## src/hw/rtl/frustum_sphere_box_cull_unit_assert.svh

```systemverilog
// Assertion macros for the frustum cull unit.
// No dependencies; included by the top level.
`ifndef FRUSTUM_SPHERE_BOX_CULL_UNIT_ASSERT_SVH
`define FRUSTUM_SPHERE_BOX_CULL_UNIT_ASSERT_SVH

// Expression must hold at every edge out of reset.
`define FSCU_ASSERT_ALWAYS(lbl, clk, rst_n, expr, msg) \
  lbl: assert property (@(posedge clk) disable iff (!rst_n) (expr)) else $error(msg);

// Consequent must hold in the cycle after the antecedent.
`define FSCU_ASSERT_NEXT(lbl, clk, rst_n, ante, cons, msg) \
  lbl: assert property (@(posedge clk) disable iff (!rst_n) (ante) |=> (cons)) \
    else $error(msg);

`endif

```

## src/hw/rtl/fscu_pkg.sv

```systemverilog
// Types and codes shared by the frustum cull unit.
// No dependencies.
`timescale 1ns / 1ps

package fscu_pkg;

  typedef enum logic [1:0] {
    CMD_LOAD   = 2'd0,
    CMD_SPHERE = 2'd1,
    CMD_VERTEX = 2'd2,
    CMD_FIGURE = 2'd3
  } cmd_t;

  typedef struct packed {
    cmd_t               command;
    logic [2:0]         plane_index;
    logic signed [15:0] normal_a;
    logic signed [15:0] normal_b;
    logic signed [15:0] normal_c;
    logic signed [31:0] offset_d;
    logic signed [31:0] point_x;
    logic signed [31:0] point_y;
    logic signed [31:0] point_z;
    logic [30:0]        radius;
    logic               last_point;
  } in_item_t;

  typedef struct packed {
    logic visible;
    logic fully_inside;
  } out_item_t;

  // Item traveling along the cell row.
  typedef struct packed {
    logic     valid;
    in_item_t item;
  } tok_t;

  // Running verdict handed from cell to cell, in the cycle after the item.
  typedef struct packed {
    logic valid;
    cmd_t command;
    logic last_point;
    logic ok;       // sphere pass / box still visible
    logic outside;  // some vertex behind some plane
  } res_t;

  localparam int DIST_W = 52;  // distance in Q.30, plus headroom

endpackage

```

## src/hw/rtl/fscu_cell.sv

```systemverilog
// One plane cell: holds a plane, multiplies in stage 1, sums and tests in stage 2.
// Depends on fscu_pkg.
`timescale 1ns / 1ps

module fscu_cell import fscu_pkg::*; #(
  parameter int CELL_IDX = 0
) (
  input  logic clk,
  input  logic rst_n,
  input  logic en,
  input  tok_t tok_in,
  input  res_t acc_in,
  output tok_t tok_out,
  output res_t res_out
);

  // plane store, undefined until loaded
  logic signed [15:0] na_r, nb_r, nc_r;
  logic signed [31:0] d_r;

  logic               tok_vld_r;
  in_item_t           item_r;
  logic signed [47:0] px_r, py_r, pz_r;
  logic signed [32:0] bias_r;
  logic               has_r, has_nxt;
  logic               res_vld_r;
  res_t               res_r, res_nxt;

  logic               load_hit;
  logic               sph_in;
  logic signed [47:0] px_nxt, py_nxt, pz_nxt;
  logic signed [32:0] bias_nxt;
  logic signed [DIST_W-1:0] dist_sum;
  logic               behind;
  logic               has_now;

  // stage 1: products against the stored plane
  assign load_hit = tok_in.valid && (tok_in.item.command == CMD_LOAD) &&
                    ({2'b00, tok_in.item.plane_index} == 5'(CELL_IDX));
  assign sph_in   = (tok_in.item.command == CMD_SPHERE) ||
                    (tok_in.item.command == CMD_FIGURE);
  assign px_nxt   = na_r * tok_in.item.point_x;
  assign py_nxt   = nb_r * tok_in.item.point_y;
  assign pz_nxt   = nc_r * tok_in.item.point_z;
  assign bias_nxt = 33'(d_r) +
                    (sph_in ? $signed({2'b00, tok_in.item.radius}) : 33'sd0);

  // stage 2: distance (plus radius for spheres) and sign test
  assign dist_sum = DIST_W'(px_r) + DIST_W'(py_r) + DIST_W'(pz_r) +
                    (DIST_W'(bias_r) <<< 14);
  assign behind   = dist_sum[DIST_W-1];
  assign has_now  = has_r || !behind;

  always_comb begin
    res_nxt            = acc_in;
    res_nxt.valid      = tok_vld_r;
    res_nxt.command    = item_r.command;
    res_nxt.last_point = item_r.last_point;
    has_nxt            = has_r;
    case (item_r.command)
      CMD_SPHERE, CMD_FIGURE: begin
        res_nxt.ok = acc_in.ok && !behind;
      end
      CMD_VERTEX: begin
        res_nxt.ok      = acc_in.ok && has_now;
        res_nxt.outside = acc_in.outside || behind;
        if (tok_vld_r) begin
          has_nxt = item_r.last_point ? 1'b0 : has_now;
        end
      end
      default: begin
        res_nxt.ok = acc_in.ok;
      end
    endcase
  end

  always_ff @(posedge clk) begin
    if (!rst_n) begin
      tok_vld_r <= 1'b0;
      res_vld_r <= 1'b0;
      has_r     <= 1'b0;
    end else if (en) begin
      tok_vld_r <= tok_in.valid;
      res_vld_r <= res_nxt.valid;
      has_r     <= has_nxt;
    end
  end

  always_ff @(posedge clk) begin
    if (en) begin
      item_r <= tok_in.item;
      px_r   <= px_nxt;
      py_r   <= py_nxt;
      pz_r   <= pz_nxt;
      bias_r <= bias_nxt;
      res_r  <= res_nxt;
      if (load_hit) begin
        na_r <= tok_in.item.normal_a;
        nb_r <= tok_in.item.normal_b;
        nc_r <= tok_in.item.normal_c;
        d_r  <= tok_in.item.offset_d;
      end
    end
  end

  always_comb begin
    tok_out       = '{valid: tok_vld_r, item: item_r};
    res_out       = res_r;
    res_out.valid = res_vld_r;
  end

endmodule
```

## config.mk

```make
export PLATFORM = sky130hd
export DESIGN_NAME = fscu_cell
export DESIGN_NICKNAME = d
export VERILOG_FILES = /design/src/hw/rtl/frustum_sphere_box_cull_unit_assert.svh /design/src/hw/rtl/fscu_pkg.sv /design/src/hw/rtl/fscu_cell.sv
export SDC_FILE = /design/constraint.sdc
export NUM_CORES = 2
export LEC_CHECK = 0
export ABC_AREA = 0
export BUFFER_PORTS_ARGS = -buffer_cell sky130_fd_sc_hd__buf_4
export CORE_ASPECT_RATIO = 1.4
export CORE_UTILIZATION = 55
export DETAILED_ROUTE_END_ITERATION = 6
export PLACE_DENSITY = 0.85
export SYNTH_ARGS = -nofsm -noshare
export SYNTH_HDL_FRONTEND = slang
export SYNTH_SLANG_ARGS = --single-unit
```

## constraint.sdc

```tcl
create_clock -name clk -period 6.5 [get_ports clk]
set_clock_uncertainty 0.1 [all_clocks]
set_input_delay 0.325 -clock clk [delete_from_list [all_inputs] [get_ports clk]]
set_output_delay 0.325 -clock clk [all_outputs]
set_load 0.02 [all_outputs]
```

* Yosys cells after proc, flatten, opt, wreduce, memory -nomap -nowiden
Cells that the tools add are included.
Cells by class: add/subtract/negate cells 4, equality and inequality tests 5, muxes and demuxes 4, reductions and logical operators 13, multipliers 3
Operators by type and width (number):
- multiplier 16 x 32 -> 48 bit | 3
- adder 50 x 47 -> 51 bit | 1
- adder 49 x 48 -> 50 bit | 1
- adder 48 x 48 -> 49 bit | 1
- adder 32 x 32 -> 33 bit | 1
- two-way mux 31 bit | 1
- equality test 2 bit (second input constant) | 3
- equality test 2 x 1 -> 1 bit (second input constant) | 2
- logical AND 1 bit | 4
- zero test 3 bit | 1
- logical OR 1 bit | 3
- AND reduction 3 bit | 1
- zero test 2 bit | 1
- two-way mux 1 bit | 2
- case mux 1 bit (2 select lines) | 1
- AND reduction 2 bit | 1
- OR reduction 2 bit | 1
- zero test 1 bit | 1
Storage, ports and cells: bits in registers 478

* Logic depth before layout (Yosys ltp)
depth after elaboration 7, mapped depth 25, gate-level depth less buffers 24

* Worst setup path after synthesis
Ideal clock, no wire load.
kind input-to-reg, from input tok_in[211] (netlist name), to register d_r[0] (enable), arrival 6.269 ns, slack -0.487 ns, buffers on the path 0, library setup time 0.618 ns, stages on the path 2, cell sequence or4_1 -> nor3_1
On the way: cells in the longest elaborated chain, start to end 4
Ends and longest elaborated chain:
- from (decl) | RTL line fscu_cell.sv:11 | input tok_t tok_in,
- zero test 2 bit | RTL line fscu_cell.sv:38 | assign load_hit = tok_in.valid && (tok_in.item.command == CMD_LOAD) &&
- logical AND 1 bit (2 in series) | RTL line fscu_cell.sv:38
- AND reduction 2 bit (no line)
- to (signal assigned) | RTL line fscu_cell.sv:101 | d_r <= tok_in.item.offset_d;
- to (decl) | RTL line fscu_cell.sv:19 | logic signed [31:0] d_r;
No other way between the ends. A chain may end at the register's enable or synchronous reset.

* Worst setup path after layout
from register nc_r[4], to register pz_r[41], data pin
On the way: cells in the longest elaborated chain, start to end 1
Ends and longest elaborated chain:
- from (decl) | RTL line fscu_cell.sv:18 | logic signed [15:0] na_r, nb_r, nc_r;
- from (signal assigned) | RTL line fscu_cell.sv:100 | nc_r <= tok_in.item.normal_c;
- multiplier 16 x 32 -> 48 bit | RTL line fscu_cell.sv:44 | assign pz_nxt = nc_r * tok_in.item.point_z;
- net pz_nxt[41] | RTL line fscu_cell.sv:31 | logic signed [47:0] px_nxt, py_nxt, pz_nxt;
- to (signal assigned) | RTL line fscu_cell.sv:94 | pz_r <= pz_nxt;
- to (decl) | RTL line fscu_cell.sv:23 | logic signed [47:0] px_r, py_r, pz_r;
The timed path passes the listed nets, and every way through them passes these cells.

==> results.md <==
- The tree is rooted in a sky130_fd_sc_hd__clkbuf_16.
- Dividing the detail-routed via count by the number of cells gives 5.618.
- The routing usage on met1 is 35.06%.
- Summing over every cut layer, the via total after detailed routing is 53,780.
- The via count of the first global-routing pass is 60,440.
- The routed design has 204,300 um of wire.
- The detail route stage leaves a number of antenna-violating nets equal to 0.
- The startpoint of the worst-slack reg-to-reg timing path is nc_r[4]$_DFFE_PP_.
- The most numerous cell on the critical path is sky130_fd_sc_hd__fa_1.
- The relative slew slack is 28.44%.
- The post-synthesis cell count is 6,957.
- The signal on the critical path passes through buf_12, and2_1, fa_1, inv_1, fa_1, fa_1, inv_1, fa_1, fa_1, inv_1, fa_1, inv_1, ha_4, buf_4, nand4_1, a21oi_1, a21oi_2, buf_4, a22oi_2, o2bb2ai_2, a221o_1, and3_4, a31oi_2, xnor2_1.
- The yosys synthesis warning count is 0.
- Of the available clock period, the critical path in the final layout requires 101.5%.
- The capturing point of the worst reg2reg path is pz_r[41]$_DFFE_PP_.
- The final layout net count is 9,989.
- The pin count of the biggest net entering global routing is 152.
- The core area is 129,600 um^2.
- Setup violations remaining at the end of the flow were counted as 8.
- The critical path contains buffers and inverters numbering 7 combined.
- For this run the aggregate overflow at the end of global routing stands at 0.
- The type of the most critical hold path is in -> reg.
- The delay of the slowest critical-path stage is 0.55 ns.
- The actual transition at the worst max-transition pin is 1.064 ns.
- The all-layer global routing usage is 31.21%.
- The number of max-slew violations in the final report is 0.
- Counting cells, the worst reg-to-reg path comes to 24.
- The die covers 132,500 um^2.
- Setup repair after global routing could not meet its margin everywhere.
- The clock net in this run drives a total of 478 sinks.
- At the end of routability-driven placement, the weighted congestion stood at 0.9910.
- The number of search-and-repair iterations in the first detailed-routing pass is 7.
- In this run the worst path has a maximum fanout of 23.
- For this run, design rule violations remaining after detail routing come to 1.
- The die height is 430.3 um.
- The number of antenna violations at the first check in global routing is 8.
- In this run the most critical hold path is launched from tok_in[82].
- After synthesis the netlist holds a flip-flop and latch count of 478.
- After the first detailed-routing iteration, the DRC count stood at 4,428.
- STA classifies the critical path endpoint as a flop.
- The die span in x is 307.9 um.
- For this run, the leading register cell type out of synthesis is sky130_fd_sc_hd__edfxtp_1.
- The level count of the clock H-tree is 2.
- The critical path's top delay family is adder cells.
- The number of distinct library cells after synthesis is 79.
- The number of failing hold endpoints at the final stage is 0.
- The netlist area before placement is 72,050 um^2.
- The initialized floorplan defines 156 standard-cell rows.
- The worst hold path was traced through 2 stages.
- The clock insertion delay at the later pin of the skew report is 0.68 ns.
- The wire length of the first global-routing pass is 317,200 um.
- The flow ran to the end, but the final reports show violations.
- The most heavily used metal layer in global routing is met2.
- The share of cells above drive strength 1 is 15.49%.
- Global routing consumed, on the met3 layer, 6.773% of the routing resources.
- The worst setup path is of the reg -> reg kind.
- The mean cell area of the mapped netlist is 10.36 um^2.
- After routing the design area is 85,260 um^2.
- The detailed placement HPWL is 156,900 um.
- The CTS tree is yes.
- The fill cell instance count of the final layout is 9,204.
- In the global route stage, met2 resource usage came out at 52.65%.
- Dividing the detail-routed wire length by the instance count gives 21.34 um.
- Across all setup checks in the final design, the least slack found is -0.1007 ns.
- TritonCTS created 49 clock buffers.
- The shortest period the worst path allows is 6.601 ns.
- The number of synthesized flops with an enable pin is 475.
- The critical path arrival is 6.90 ns.
- The final reports fail on DRC, setup timing.
- The register-to-register setup slack is -0.10 ns.
- The count of boundary I/O pins is 443.
- Data on the critical path is required at its endpoint by 6.80 ns.
- The share of the Yosys chip area taken by registers is 19.88%.
- The worst setup path is launched from a flop.
- The maximum clock frequency is 151.5 MHz.
- Counting flops with an async set or reset pin after synthesis yields a share of 0%.
- The number of buffers inserted by port buffering is 438.
- The net count after synthesis is 9,154.
- The tool flagged a number of max-cap violations equal to 0.
- Clock-pin slew was measured on the worst setup and hold paths at 0.08 ns.
- The standard cell area after detailed placement is 79,460 um^2.
- The area added between synthesis and finish is 18.33%.
- The cell with the biggest individual delay on the critical path is sky130_fd_sc_hd__fa_1.
- The number of buffers on the longest clock path is 3.
- The hold path endpoint is tok_out[82]$_DFFE_PP_.
- The starting density of the core is 55.59%.
==> cells by family after synthesis <==
family	synth area share (%)
XOR/XNOR	2.200
AO/OA/AOI/OAI	4.920
AND/OR/NAND/NOR	12.74
adder cells (fa/ha/maj)	50.34
flip-flops	19.88
multiplexers	0.02952
buffers and inverters	9.898
==> area by class of cell <==
class | count | area, um^2 | area share, %
Tap cell | 1738 | 2175 | 2.551
Clock inverter | 36 | 459.2 | 0.5386
Antenna cell | 4 | 10.01 | 0.01174
Clock buffer | 54 | 1266 | 1.485
Multi-Input combinational cell | 4584 | 51840 | 60.80
Inverter | 1632 | 6132 | 7.192
Sequential cell | 478 | 14320 | 16.80
Timing Repair Buffer | 1047 | 9057 | 10.62
==> repair_timing <==
item                                    in CTS  in global routing
gates cloned                                 1                  6
hold buffers                               192                  0
gates resized for setup                     55                265
hold endpoints to repair                   289                  0
endpoints found under the setup margin      37                 61
pin swaps                                   16                149
buffers inserted                            19                 60
==> state kept, by name, indices dropped and copies added, names as in the netlist <==
| signal | flops |
|---|---|
| tok_out | 213 |
| px_r | 48 |
| py_r | 48 |
| pz_r | 48 |
| bias_r | 33 |
| d_r | 32 |
| na_r | 16 |
| nb_r | 16 |
| nc_r | 16 |
| res_out | 5 |
| has_r | 1 |
| res_vld_r | 1 |
| tok_vld_r | 1 |
==> cell usage after synthesis, drive strengths merged, types with 4 or more instances <==
cell,n,area (um^2)
a2111oi,7,105.1
a211o,6,52.55
a211oi,23,177.7
a21boi,6,45.04
a21o,91,683.2
a21oi,159,810.8
a221oi,10,105.1
a31oi,23,156.4
a41o,4,40.04
and2,647,4048
and3,19,118.9
and4,8,70.07
buf,9,52.55
clkbuf,254,953.4
edfxtp,475,14260
fa,1541,30850
ha,433,5418
inv,1632,6126
nand2,913,3427
nand2b,37,231.5
nand3,30,150.1
nand4,27,168.9
nor2,154,578.1
nor2b,16,100.1
nor3,27,135.1
o2111ai,4,35.03
o211ai,18,140.1
o21a,14,105.1
o21ai,98,501.7
o21bai,26,198.9
o31ai,7,52.55
o41ai,5,70.08
or2,8,50.05
xnor2,134,1174
xor2,47,411.6
==> cell usage in the layout (no fill, tap or decap), types with 24 or more instances in the layout <==
cell	synthesis	layout
sky130_fd_sc_hd__nand4_1	27	27
sky130_fd_sc_hd__buf_6	0	31
sky130_fd_sc_hd__o21ai_0	81	64
sky130_fd_sc_hd__a21oi_2	4	35
sky130_fd_sc_hd__nand2_1	913	906
sky130_fd_sc_hd__and2_1	647	628
sky130_fd_sc_hd__dlygate4sd3_1	0	192
sky130_fd_sc_hd__inv_1	1630	1605
sky130_fd_sc_hd__ha_1	433	395
sky130_fd_sc_hd__buf_12	0	38
sky130_fd_sc_hd__nand2b_1	37	36
sky130_fd_sc_hd__xor2_1	47	47
sky130_fd_sc_hd__ha_4	0	32
sky130_fd_sc_hd__nand3_1	30	25
sky130_fd_sc_hd__fa_2	0	48
sky130_fd_sc_hd__edfxtp_1	475	475
sky130_fd_sc_hd__a21o_1	91	91
sky130_fd_sc_hd__nor2_1	154	152
sky130_fd_sc_hd__xnor2_1	134	132
sky130_fd_sc_hd__buf_4	5	777
sky130_fd_sc_hd__o21bai_1	25	24
sky130_fd_sc_hd__inv_2	2	25
sky130_fd_sc_hd__clkbuf_16	0	55
sky130_fd_sc_hd__a21oi_1	155	122
sky130_fd_sc_hd__fa_1	1541	1493
==> worst max path at each step <==
stage	slack (ns)	cells after the start	from	to
CTS	-0.08	23	nc_r[4]$_DFFE_PP_	pz_r[41]$_DFFE_PP_
detailed placement	-0.26	23	nb_r[4]$_DFFE_PP_	py_r[47]$_DFFE_PP_
global placement	-0.22	23	nb_r[4]$_DFFE_PP_	py_r[47]$_DFFE_PP_
floorplan	0.11	19	na_r[2]$_DFFE_PP_	px_r[45]$_DFFE_PP_
global route	-0.26	22	nc_r[4]$_DFFE_PP_	pz_r[46]$_DFFE_PP_
finish	-0.10	24	nc_r[4]$_DFFE_PP_	pz_r[41]$_DFFE_PP_
==> through the flow <==
step	hold WS, ns	std cells	setup WS, ns	utilization, %	TNS [ns]
after floorplan	0.3239	6957	0.1138	-	0
after global placement	0.3929	9205	-0.2234	61.31	-1.011
after detailed placement	0.3906	9205	-0.2619	61.31	-2.569
after CTS	0.007275	9506	-0.08011	64.45	-0.2107
after global routing	0.03817	9569	-0.2647	65.78	-3.279
final	0.05770	9573	-0.1007	65.78	-0.3475
==> routing by layer <==
layer	vias to the layer above	part of all wire (%)
met2	3022	49
li1	22580	-
met1	27160	33
met4	6	8.7
met5	-	0.020
met3	1014	8.9
Power is not shown: default switching activity piles up to over one toggle a cycle in this logic, so the estimate is an artifact.
